==> src/rtl/txrb_pkg.sv <==
// Shared constants, types and operation codes of the transmit ring buffer.
package txrb_pkg;

  localparam int BUFFER_DEPTH = 256;
  localparam int PTR_W        = $clog2(BUFFER_DEPTH);
  localparam int CNT_W        = PTR_W + 1;

  localparam int BYTE_W       = 8;
  localparam int IN_TDATA_W   = 16;
  localparam int OUT_TDATA_W  = 40;

  typedef logic [PTR_W-1:0]  ptr_t;
  typedef logic [CNT_W-1:0]  cnt_t;
  typedef logic [BYTE_W-1:0] byte_t;

  typedef enum logic [1:0] {
    OP_WRITE = 2'd0,
    OP_DONE  = 2'd1,
    OP_FAIL  = 2'd2,
    OP_FETCH = 2'd3
  } op_t;

  // Store port request from the control logic.
  typedef struct packed {
    logic  wr_en;
    ptr_t  wr_addr;
    byte_t wr_data;
    logic  rd_en;
    ptr_t  rd_addr;
  } store_req_t;

endpackage

==> src/rtl/txrb_store.sv <==
// Byte store of the ring: one write port, one read port with registered data.
module txrb_store (
  input  logic                clk,
  input  txrb_pkg::store_req_t req,
  output txrb_pkg::byte_t      rd_data
);
  import txrb_pkg::*;

  byte_t mem [BUFFER_DEPTH];

  always_ff @(posedge clk) begin
    if (req.wr_en) begin
      mem[req.wr_addr] <= req.wr_data;
    end
  end

  // hold read data until the next read request
  always_ff @(posedge clk) begin
    if (req.rd_en) begin
      rd_data <= mem[req.rd_addr];
    end
  end

endmodule

==> src/rtl/tx_ring_buffer_dma_segmenter_core.sv <==
// Top level of the transmit ring buffer with DMA burst scheduling.
//
//  channel  dir  tdata (low bit up)                          tuser  tlast
//  s_*      in   data_byte[7:0], fetch_index[15:8]           op     last_of_call
//  m_*      out  accepted, burst_start, burst_index[9:2],    -      -
//                burst_length[17:10], fetched_byte[25:18],
//                busy_res[26], used_count[34:27], zero pad
//
// One transfer is taken per cycle when the output side keeps up; each result
// passes through the middle stage, which covers the registered read of the
// byte store, and then the output register. Pointers, busy and the held burst
// length update in the accept cycle, so the next item sees them at once. A
// stalled output holds its result and one more item waits in the middle stage;
// only then does s_tready drop. rst (synchronous) empties the ring and both
// stages; the store itself is not cleared.
module tx_ring_buffer_dma_segmenter_core (
  input  logic                                clk,
  input  logic                                rst,
  input  logic                                s_tvalid,
  output logic                                s_tready,
  input  logic [txrb_pkg::IN_TDATA_W-1:0]     s_tdata,   // data_byte, fetch_index
  input  logic [1:0]                          s_tuser,   // op
  input  logic                                s_tlast,   // last_of_call
  output logic                                m_tvalid,
  input  logic                                m_tready,
  // accepted, burst_start, burst_index, burst_length, fetched_byte, busy_res, used_count
  output logic [txrb_pkg::OUT_TDATA_W-1:0]    m_tdata
);
  import txrb_pkg::*;

  // ring state
  ptr_t wr_ptr, rd_ptr;
  logic busy;
  ptr_t len_held;

  // middle stage: result waiting for store read data
  logic  pend_valid;
  logic  pend_accepted, pend_start, pend_busy, pend_fetch;
  ptr_t  pend_index, pend_len;
  cnt_t  pend_used;

  logic  advance, accept;
  byte_t rd_data;
  store_req_t req;

  op_t   op;
  byte_t data_byte, fetch_index;

  // next-state of the ring
  ptr_t wr_ptr_next, rd_ptr_next, len_held_next, wr_inc, burst_len;
  logic busy_next, full, attempt, start, stored;
  cnt_t rd_sum, used_next;

  assign op          = op_t'(s_tuser);
  assign data_byte   = s_tdata[7:0];
  assign fetch_index = s_tdata[15:8];

  // drain middle stage when the output register is free or being emptied
  assign advance  = pend_valid && (!m_tvalid || m_tready);
  assign s_tready = !pend_valid || advance;
  assign accept   = s_tvalid && s_tready;

  always_comb begin
    wr_inc        = (wr_ptr == ptr_t'(BUFFER_DEPTH - 1)) ? '0 : wr_ptr + ptr_t'(1);
    full          = (wr_inc == rd_ptr);
    wr_ptr_next   = wr_ptr;
    rd_ptr_next   = rd_ptr;
    busy_next     = busy;
    len_held_next = len_held;
    stored        = 1'b0;
    attempt       = 1'b0;
    rd_sum        = cnt_t'(rd_ptr) + cnt_t'(len_held);
    case (op)
      OP_WRITE: begin
        if (!full) begin
          wr_ptr_next = wr_inc;
          stored      = 1'b1;
        end
        attempt = s_tlast;
      end
      OP_DONE: begin
        // advance read side past the finished burst, wrapping
        rd_ptr_next   = (rd_sum >= cnt_t'(BUFFER_DEPTH))
                        ? ptr_t'(rd_sum - cnt_t'(BUFFER_DEPTH)) : ptr_t'(rd_sum);
        busy_next     = 1'b0;
        len_held_next = '0;
        attempt       = 1'b1;
      end
      OP_FAIL: begin
        busy_next     = 1'b0;
        len_held_next = '0;
      end
      default: ;
    endcase

    // burst covers one contiguous run: up to write side or ring end
    burst_len = (wr_ptr_next >= rd_ptr_next)
                ? wr_ptr_next - rd_ptr_next
                : ptr_t'(cnt_t'(BUFFER_DEPTH) - cnt_t'(rd_ptr_next));
    start = attempt && !busy_next && (wr_ptr_next != rd_ptr_next);
    if (start) begin
      busy_next     = 1'b1;
      len_held_next = burst_len;
    end

    used_next = (wr_ptr_next >= rd_ptr_next)
                ? cnt_t'(wr_ptr_next - rd_ptr_next)
                : cnt_t'(BUFFER_DEPTH) - cnt_t'(rd_ptr_next) + cnt_t'(wr_ptr_next);
  end

  always_comb begin
    req.wr_en   = accept && stored;
    req.wr_addr = wr_ptr;
    req.wr_data = data_byte;
    req.rd_en   = accept && (op == OP_FETCH);
    req.rd_addr = ptr_t'(fetch_index);
  end

  txrb_store u_store (
    .clk     (clk),
    .req     (req),
    .rd_data (rd_data)
  );

  always_ff @(posedge clk) begin
    if (rst) begin
      wr_ptr     <= '0;
      rd_ptr     <= '0;
      busy       <= 1'b0;
      len_held   <= '0;
      pend_valid <= 1'b0;
      m_tvalid   <= 1'b0;
    end else begin
      if (accept) begin
        wr_ptr   <= wr_ptr_next;
        rd_ptr   <= rd_ptr_next;
        busy     <= busy_next;
        len_held <= len_held_next;
      end
      if (accept) begin
        pend_valid <= 1'b1;
      end else if (advance) begin
        pend_valid <= 1'b0;
      end
      if (advance) begin
        m_tvalid <= 1'b1;
      end else if (m_tready) begin
        m_tvalid <= 1'b0;
      end
    end
  end

  // payload of the middle stage
  always_ff @(posedge clk) begin
    if (accept) begin
      pend_accepted <= (op == OP_WRITE) && stored;
      pend_start    <= start;
      pend_index    <= start ? rd_ptr_next : '0;
      pend_len      <= start ? burst_len : '0;
      pend_busy     <= busy_next;
      pend_used     <= used_next;
      pend_fetch    <= (op == OP_FETCH) && (32'(fetch_index) < BUFFER_DEPTH);
    end
  end

  // output register: pack the result, pad the top bits with zeros
  always_ff @(posedge clk) begin
    if (advance) begin
      m_tdata <= {5'd0, 8'(pend_used), pend_busy, (pend_fetch ? rd_data : 8'd0),
                  8'(pend_len), 8'(pend_index), pend_start, pend_accepted};
    end
  end

`ifndef SYNTHESIS
  // an idle DMA side never holds a burst length
  assert property (@(posedge clk) disable iff (rst) !busy |-> (len_held == '0))
    else $error("burst length held while not busy");

  // a started burst leaves the block busy
  assert property (@(posedge clk) disable iff (rst) (m_tvalid && m_tdata[1]) |-> m_tdata[26])
    else $error("burst started but busy not reported");

  // a new result only comes from a filled middle stage
  assert property (@(posedge clk) disable iff (rst) $rose(m_tvalid) |-> $past(pend_valid))
    else $error("result appeared without pending item");

  // the ring never reports its full depth in use
  assert property (@(posedge clk) disable iff (rst)
                   pend_valid |-> (pend_used < cnt_t'(BUFFER_DEPTH)))
    else $error("used count reached ring depth");
`endif

endmodule
==> config.mk <==
export PLATFORM = sky130hd
export DESIGN_NAME = tx_ring_buffer_dma_segmenter_core
export DESIGN_NICKNAME = d
export VERILOG_FILES = /design/src/rtl/txrb_pkg.sv /design/src/rtl/txrb_store.sv /design/src/rtl/tx_ring_buffer_dma_segmenter_core.sv
export SDC_FILE = /design/constraint.sdc
export NUM_CORES = 2
export LEC_CHECK = 0
export BUFFER_PORTS_ARGS = -buffer_cell sky130_fd_sc_hd__buf_4
export CAP_MARGIN = 10
export CORE_MARGIN = 2
export CORE_UTILIZATION = 55
export DETAILED_ROUTE_END_ITERATION = 8
export PLACE_DENSITY = 0.8
export SKIP_CTS_REPAIR_TIMING = 1
export SYNTH_ARGS = -nofsm -noshare
export SYNTH_HDL_FRONTEND = slang
export SYNTH_SLANG_ARGS = --single-unit
==> constraint.sdc <==
create_clock -name clk -period 5.93 [get_ports clk]
set_input_delay 0.8895 -clock clk [delete_from_list [all_inputs] [get_ports clk]]
set_output_delay 0.8895 -clock clk [all_outputs]
set_load 0.02 [all_outputs]
# After elaboration in Yosys (flattened, before gate mapping)
# Memories as Yosys holds them, arrays and structs flattened. A register that Yosys moved wholly into a read port is not among the register bits.
# Cells that the tools add are included.
# W data, S select, Z words.
[word_totals] ff_bits=90 ramBits=2048 input_bits=23 output_inout_bits=42 elab_cells=69 n_memories=1
[memory_table] memory="u_store.mem" words=256 width=8 read_ports=1 rd_clocked_by_memory_dff=1 wr=1 line_no="txrb_store.sv:9" rtl="byte_t mem [BUFFER_DEPTH];"
[op_classes] addsub=7 n_lt_le_gt_ge=2 eq_ne=6 muxes=20 n_reduce_logical=18
[op_table] operator="$mux W8" count=9
[op_table] operator="$sub A8 B8 Y8" count=2
[op_table] operator="$mux W1" count=10
[op_table] operator="$add A8 B8 Y9" count=1
[op_table] operator="$ge A9 B9 Y1 const B" count=1
[op_table] operator="$add A8 B1 Y8 const B" count=1
[op_table] operator="$add A8 B8 Y8" count=1
[op_table] operator="$eq A8 B8 Y1" count=1
[op_table] operator="$eq A8 B8 Y1 const B" count=1
[op_table] operator="$ge A8 B8 Y1" count=1
[op_table] operator="$ne A8 B8 Y1" count=1
[op_table] operator="$sub A1 B8 Y8 const A" count=1
[op_table] operator="$sub A8 B1 Y8 const B" count=1
[op_table] operator="$logic_and A1 B1 Y1" count=7
[op_table] operator="$reduce_bool A2 Y1" count=3
[op_table] operator="$eq A2 B2 Y1 const B" count=2
[op_table] operator="$logic_not A1 Y1" count=3
[op_table] operator="$eq A2 B1 Y1 const B" count=1
[op_table] operator="$logic_not A2 Y1" count=1
[op_table] operator="$logic_or A1 B1 Y1" count=2
[op_table] operator="$pmux W1 S2" count=1
[op_table] operator="$reduce_and A2 Y1" count=1
[op_table] operator="$reduce_or A2 Y1" count=1

# Logic depth before layout (Yosys ltp)
[depth] depth_word=9 ltp_mapped=22 ltp_nobuf=20

# Hierarchy
# From an unflattened synthesis, not the netlist that was laid out.
[hier_totals] hier_cells=4203 area_unflattened_um2=84659.9
[modules_own_cells] module="txrb_store" n_inst=1 cells_each=3733 area_each_um2=79636.4 seq_area_each_um2=61739.2
[modules_own_cells] module="tx_ring_buffer_dma_segmenter_core" n_inst=1 cells_each=470 area_each_um2=5023.6 seq_area_each_um2=2432.3

# Worst setup path before layout
# Ideal clock, no wire load.
[synth_path] path_type="flip-flop to flip-flop" start="register wr_ptr[1]" end="register pend_used[7] (data pin)" setup_time_ps=264 t_arrival_ps=4465 required_time_ps=5666 path_slack_ps=1201 stages_incl_launch_ff=22 n_path_buf=3 synth_period_minus_slack_ps=4729 path_cell_list="dfxtp_1 ha_1 buf_2 nand3_1 o22ai_1 nor4_1 a311oi_1 a21oi_1 clkbuf_1 nor2_1 a21oi_1 ha_1 inv_1 fa_1 a21o_1 a21oi_1 a21oi_1 a211oi_1 clkbuf_1 nor2_1 a311oi_1 nand3_1"
[synth_between] elab_chain_len=7 word_cells_on_any_way=10 classes_between="3 x add/sub; 1 x order compare; 2 x eq/ne; 4 x mux"
[synth_lines] item="from (decl)" line_no="tx_ring_buffer_dma_segmenter_core.sv:32" rtl="ptr_t wr_ptr, rd_ptr;"
[synth_lines] item="from (signal assigned)" line_no="tx_ring_buffer_dma_segmenter_core.sv:135" rtl="wr_ptr <= wr_ptr_next;"
[synth_lines] item="$add A8 B1 Y8 / $eq A8 B8 Y1 (equally long branches)" line_no="tx_ring_buffer_dma_segmenter_core.sv:64" rtl="wr_inc = (wr_ptr == ptr_t'(BUFFER_DEPTH - 1)) ? '0 : wr_ptr + ptr_t'(1);"
[synth_lines] item="$mux W8" line_no="tx_ring_buffer_dma_segmenter_core.sv:64"
[synth_lines] item="$eq A8 B8 Y1" line_no="tx_ring_buffer_dma_segmenter_core.sv:65" rtl="full = (wr_inc == rd_ptr);"
[synth_lines] item="$mux W8" line_no="tx_ring_buffer_dma_segmenter_core.sv:75" rtl="if (!full) begin"
[synth_lines] item="$mux W8 (*)" line_no="tx_ring_buffer_dma_segmenter_core.sv:73" rtl="case (op)"
[synth_lines] item="$add A8 B8 Y8, or another cell as far along" line_no="tx_ring_buffer_dma_segmenter_core.sv:108" rtl=": cnt_t'(BUFFER_DEPTH) - cnt_t'(rd_ptr_next) + cnt_t'(wr_ptr_next);"
[synth_lines] item="$mux W8 (*)" line_no="tx_ring_buffer_dma_segmenter_core.sv:107" rtl="? cnt_t'(wr_ptr_next - rd_ptr_next)"
[synth_lines] item="net used_next[7]" line_no="tx_ring_buffer_dma_segmenter_core.sv:52" rtl="cnt_t rd_sum, used_next;"
[synth_lines] item="to (signal assigned)" line_no="tx_ring_buffer_dma_segmenter_core.sv:161" rtl="pend_used <= used_next;"
[synth_lines] item="to (decl)" line_no="tx_ring_buffer_dma_segmenter_core.sv:40" rtl="cnt_t pend_used;"
# The timed path passes the listed nets; every way through them passes the cells marked *.
# A chain may end at the register's enable or synchronous reset.

# Final worst setup path
[layout_path] start="register wr_ptr[0]" end="memory u_store.mem[127][2] in the netlist's numbering, enable pin"
[layout_between] elab_chain_len=8 word_cells_on_any_way=9 classes_between="1 x add/sub; 2 x eq/ne; 5 x mux; 1 x reduce/logical"
[layout_lines] item="$add A8 B1 Y8 / $eq A8 B8 Y1 (equally long branches)" line_no="tx_ring_buffer_dma_segmenter_core.sv:64"
[layout_lines] item="$mux W8" line_no="tx_ring_buffer_dma_segmenter_core.sv:64"
[layout_lines] item="$eq A8 B8 Y1" line_no="tx_ring_buffer_dma_segmenter_core.sv:65"
[layout_lines] item="$mux W1" line_no="tx_ring_buffer_dma_segmenter_core.sv:75"
[layout_lines] item="$mux W1" line_no="tx_ring_buffer_dma_segmenter_core.sv:73"
[layout_lines] item="$logic_and A1 B1 Y1" line_no="tx_ring_buffer_dma_segmenter_core.sv:112" rtl="req.wr_en = accept && stored;"
[layout_lines] item="$mux W1" line_no="txrb_store.sv:12" rtl="if (req.wr_en) begin"
[layout_lines] item="$mux W1 (not written as such)" line_no="txrb_store.sv:13" rtl="mem[req.wr_addr] <= req.wr_data;"
[layout_lines] item="to (decl)" line_no="txrb_store.sv:9"
# Several ways; a longest one is shown, not always the timed one.

==> flow_summary.toml <==
[worst_setup_path]
cp-start-kind = "register"
end_kind = "register"
crit_path_top_delay_cell = "nor2_1"
crit_path_frequent_cell = "buf_4"
startpoint = "wr_ptr[0]"
worst_path_largest_cell_delay_ns = 1.16
required_ns = 6.37
critPathBufInv = 3
cp_cell_sequence = "ha_1 -> nand3_2 -> buf_4 -> o22ai_1 -> nor4_1 -> a311oi_1 -> a21oi_1 -> buf_4 -> and2_1 -> buf_4 -> and3_1 -> nand3_1 -> nor2_1"
cp.arrival_ns = 5.81
r2r_start = "wr_ptr[0]"
worstSetupPathType = "register to register"
critical-path-top-delay-family = "simple AND/OR/NAND/NOR gates"
crit_fanout = 22

[floorplan]
start_util = 0.5537
dieArea_um2 = 155900
rows = 143
die_h_um = 394.8
ioPinCount = 65
fp.dieW_um = 394.8
coreArea_um2 = 151700

[grt]
grt.overflow.total = 0
antenna_found_initial = 18
grtUsageMet1 = 0.3713
met3_usage = 0.05636
met2_usage = 0.4342
grt.busiest_layer = "met2"
grt_pass1_vias = 41380
grt_use_total = 0.2708
grt_max_degree = 193
grt_pass1_wl_um = 302800

[power]
ir_drop_v = 0.0002709
p_sw_uw = 6718
leakagePower_uw = 0.02871
clkPwrFrac = 0.401
p_int_uw = 24260
p_sw_frac = 0.2169
p_seq_frac = 0.542
p_per_area_nw_per_um2 = 332.0
pwr-share-comb = 0.058

[clock_network]
clock_latency_ns = 0.84
max-clock-path-buffers = 3
cts_max_level = 4
clk_pin_slew_ns = 0.07
cts-root-buf = "clkbuf_16"
numCtsBuffers = 197
cts_tree = "yes"
cts.sinks = 2146

[detailed_routing]
via_per_inst = 6.839
route.detailed.drc = 0
wl_per_cell_um = 34.68
first_pass_iters = 8
antenna_left = 0
vias = 41250
drt_iter0_markers = 6409
drt-total-wl_um = 209200

[synthesis]
syn_area_per_cell_um2 = 22.64
async_flop_share = 0
yosysMostFrequentCell = "edfxtp_1"
netlist_instances = 3710
synth_warnings = 0
synth.top_cell.area_share = 0.7575
yosys-top-cells-count = "2119 x edfxtp_1, 680 x mux4_2, 315 x nor2_1"
synth-edff-count = 2119
synth_flop_cell = "edfxtp_1"
ys_seq_area_frac = 0.7639
netlist_area_um2 = 84000
yosys.area.top_type = "edfxtp_1"
ys_seq_elements = 2146
synth_cell_types = 66
synth.area.top_cells = "edfxtp_1 76%, mux4_2 18%, nor2_1 1.4%"

[sta]
fin_skew_ns = 0.04123
setup_viol = 0
slew_headroom = 0.1975
finalHoldViolations = 0
rsz0062_at_grt = "no"
period_minus_slack_ns = 5.374
slew_violations = 0
fin_hold_ws_ns = 0.3268
setup-tns-final_ns = 0
fin_crit_sh = 0.9063
worstMarginPinSlew_ns = 1.200
fmax_ghz = 0.1861

[status]
status = "finished clean"

[layout]
stdcell_area_um2 = 93280
fillers = 9669
syn_to_final_growth_pct = 11.04
area.sequential_um2 = 64170
drive_above_1_share = 0.2806
finalNetCount = 3892
multi_input_comb_area_um2 = 18840

[min_path]
min_path_type = "primary input to register"
hp-start = "s_tvalid"

[placement]
placed_area_um2 = 87060
gp_congestion = 0.8625
dpl.hpwl_um = 116300
port_buffers = 59

[run]
max_cap_violations = 0
[final timing paths]
path	cells past startpoint	end	slack, ns
worst min register to register	0	m_tdata[1]	0.42
worst max register to register	13	u_store.mem[127][2]	0.56
worst max-delay path	13	u_store.mem[127][2]	0.56
worst min-delay path	3	pend_valid	0.33
[cells by family (layout without fill, tap and decap cells)]
| group | Yosys count | count (layout) | synth area share |
|---|---|---|---|
| flip-flops | 2146 | 2146 | 0.7639 |
| multiplexers | 685 | 685 | 0.1829 |
| XOR/XNOR | 27 | 27 | 0.002815 |
| buffers and inverters | 241 | 525 | 0.01205 |
| AO/OA/AOI/OAI | 117 | 117 | 0.009696 |
| adder cells (fa/ha/maj) | 33 | 33 | 0.005154 |
| AND/OR/NAND/NOR | 460 | 460 | 0.02341 |
| other | 1 | 9 | 0.00004464 |
[per-stage QoR]
step / util / cells / setup WS (ns) / total power [µW]
5_1_grt: 0.6148 / 6029 / 0.3669 / 31620
4_1_cts: 0.6147 / 6028 / 0.7239 / 31030
3_5_place_dp: 0.5738 / 5668 / 0.7417 / 18850
3_3_place_gp: 0.5738 / 5668 / 0.7653 / 18800
2_1_floorplan: - / 3714 / 1.201 / 18110
6_report: 0.6148 / 6032 / 0.5558 / 30970
[flip-flops by register name, indices dropped and copies added (netlist names)]
signal	count
u_store.rd_data	8
wr_ptr	8
pend_len	8
m_tdata	35
pend_index	8
pend_valid	1
len_held	8
busy	1
pend_busy	1
rd_ptr	8
u_store.mem	2048
pend_used	8
m_tvalid	1
pend_start	1
pend_accepted	1
pend_fetch	1
[worst min-delay path: cells and delay by family]
family          cells  cell delay (ns)
buf+inv             1             0.09
compound gates      1             0.04
simple gates        1             0.08
[power groups by stage]
stage / combinational [µW] / sequential, µW / clock, µW
final: 1790 / 16800 / 12400
after global routing: 1870 / 16800 / 13000
after CTS: 1780 / 16800 / 12500
after detailed placement: 1740 / 17100 / 0
after global placement: 1700 / 17100 / 0
after floorplan: 1010 / 17100 / 0
[area by class of cell]
type                       instances  area share
antenna                            4   0.0001073
clock buffer                     235     0.05552
clock inverter                   125     0.01109
inverter                          27    0.001086
multi-input combinational       1327      0.2020
sequential                      2146      0.6879
tap                             2030     0.02723
timing repair buffer             138     0.01501
[cells in the final DEF (no fill, tap or decap), types with 13 or more instances in the layout]
cell type	n
a21oi_1	28
buf_12	23
buf_4	103
bufinv_16	13
clkbuf_1	33
clkbuf_16	202
clkinv_1	33
clkinv_2	56
dfxtp_1	27
edfxtp_1	2119
ha_1	29
inv_1	27
mux4_2	680
nand2_1	53
nand3_1	19
nor2_1	315
o21ai_0	13
xnor2_1	18
[layer usage]
metal | wire, µm | vias to the layer above | share of wire
li1 | - | 15940 | -
met1 | 74430 | 21650 | 0.36
met2 | 103600 | 3180 | 0.50
met3 | 22720 | 468 | 0.11
met4 | 8323 | 14 | 0.040
met5 | 92 | - | 0.00044
Power figures use the tool's default switching activity.
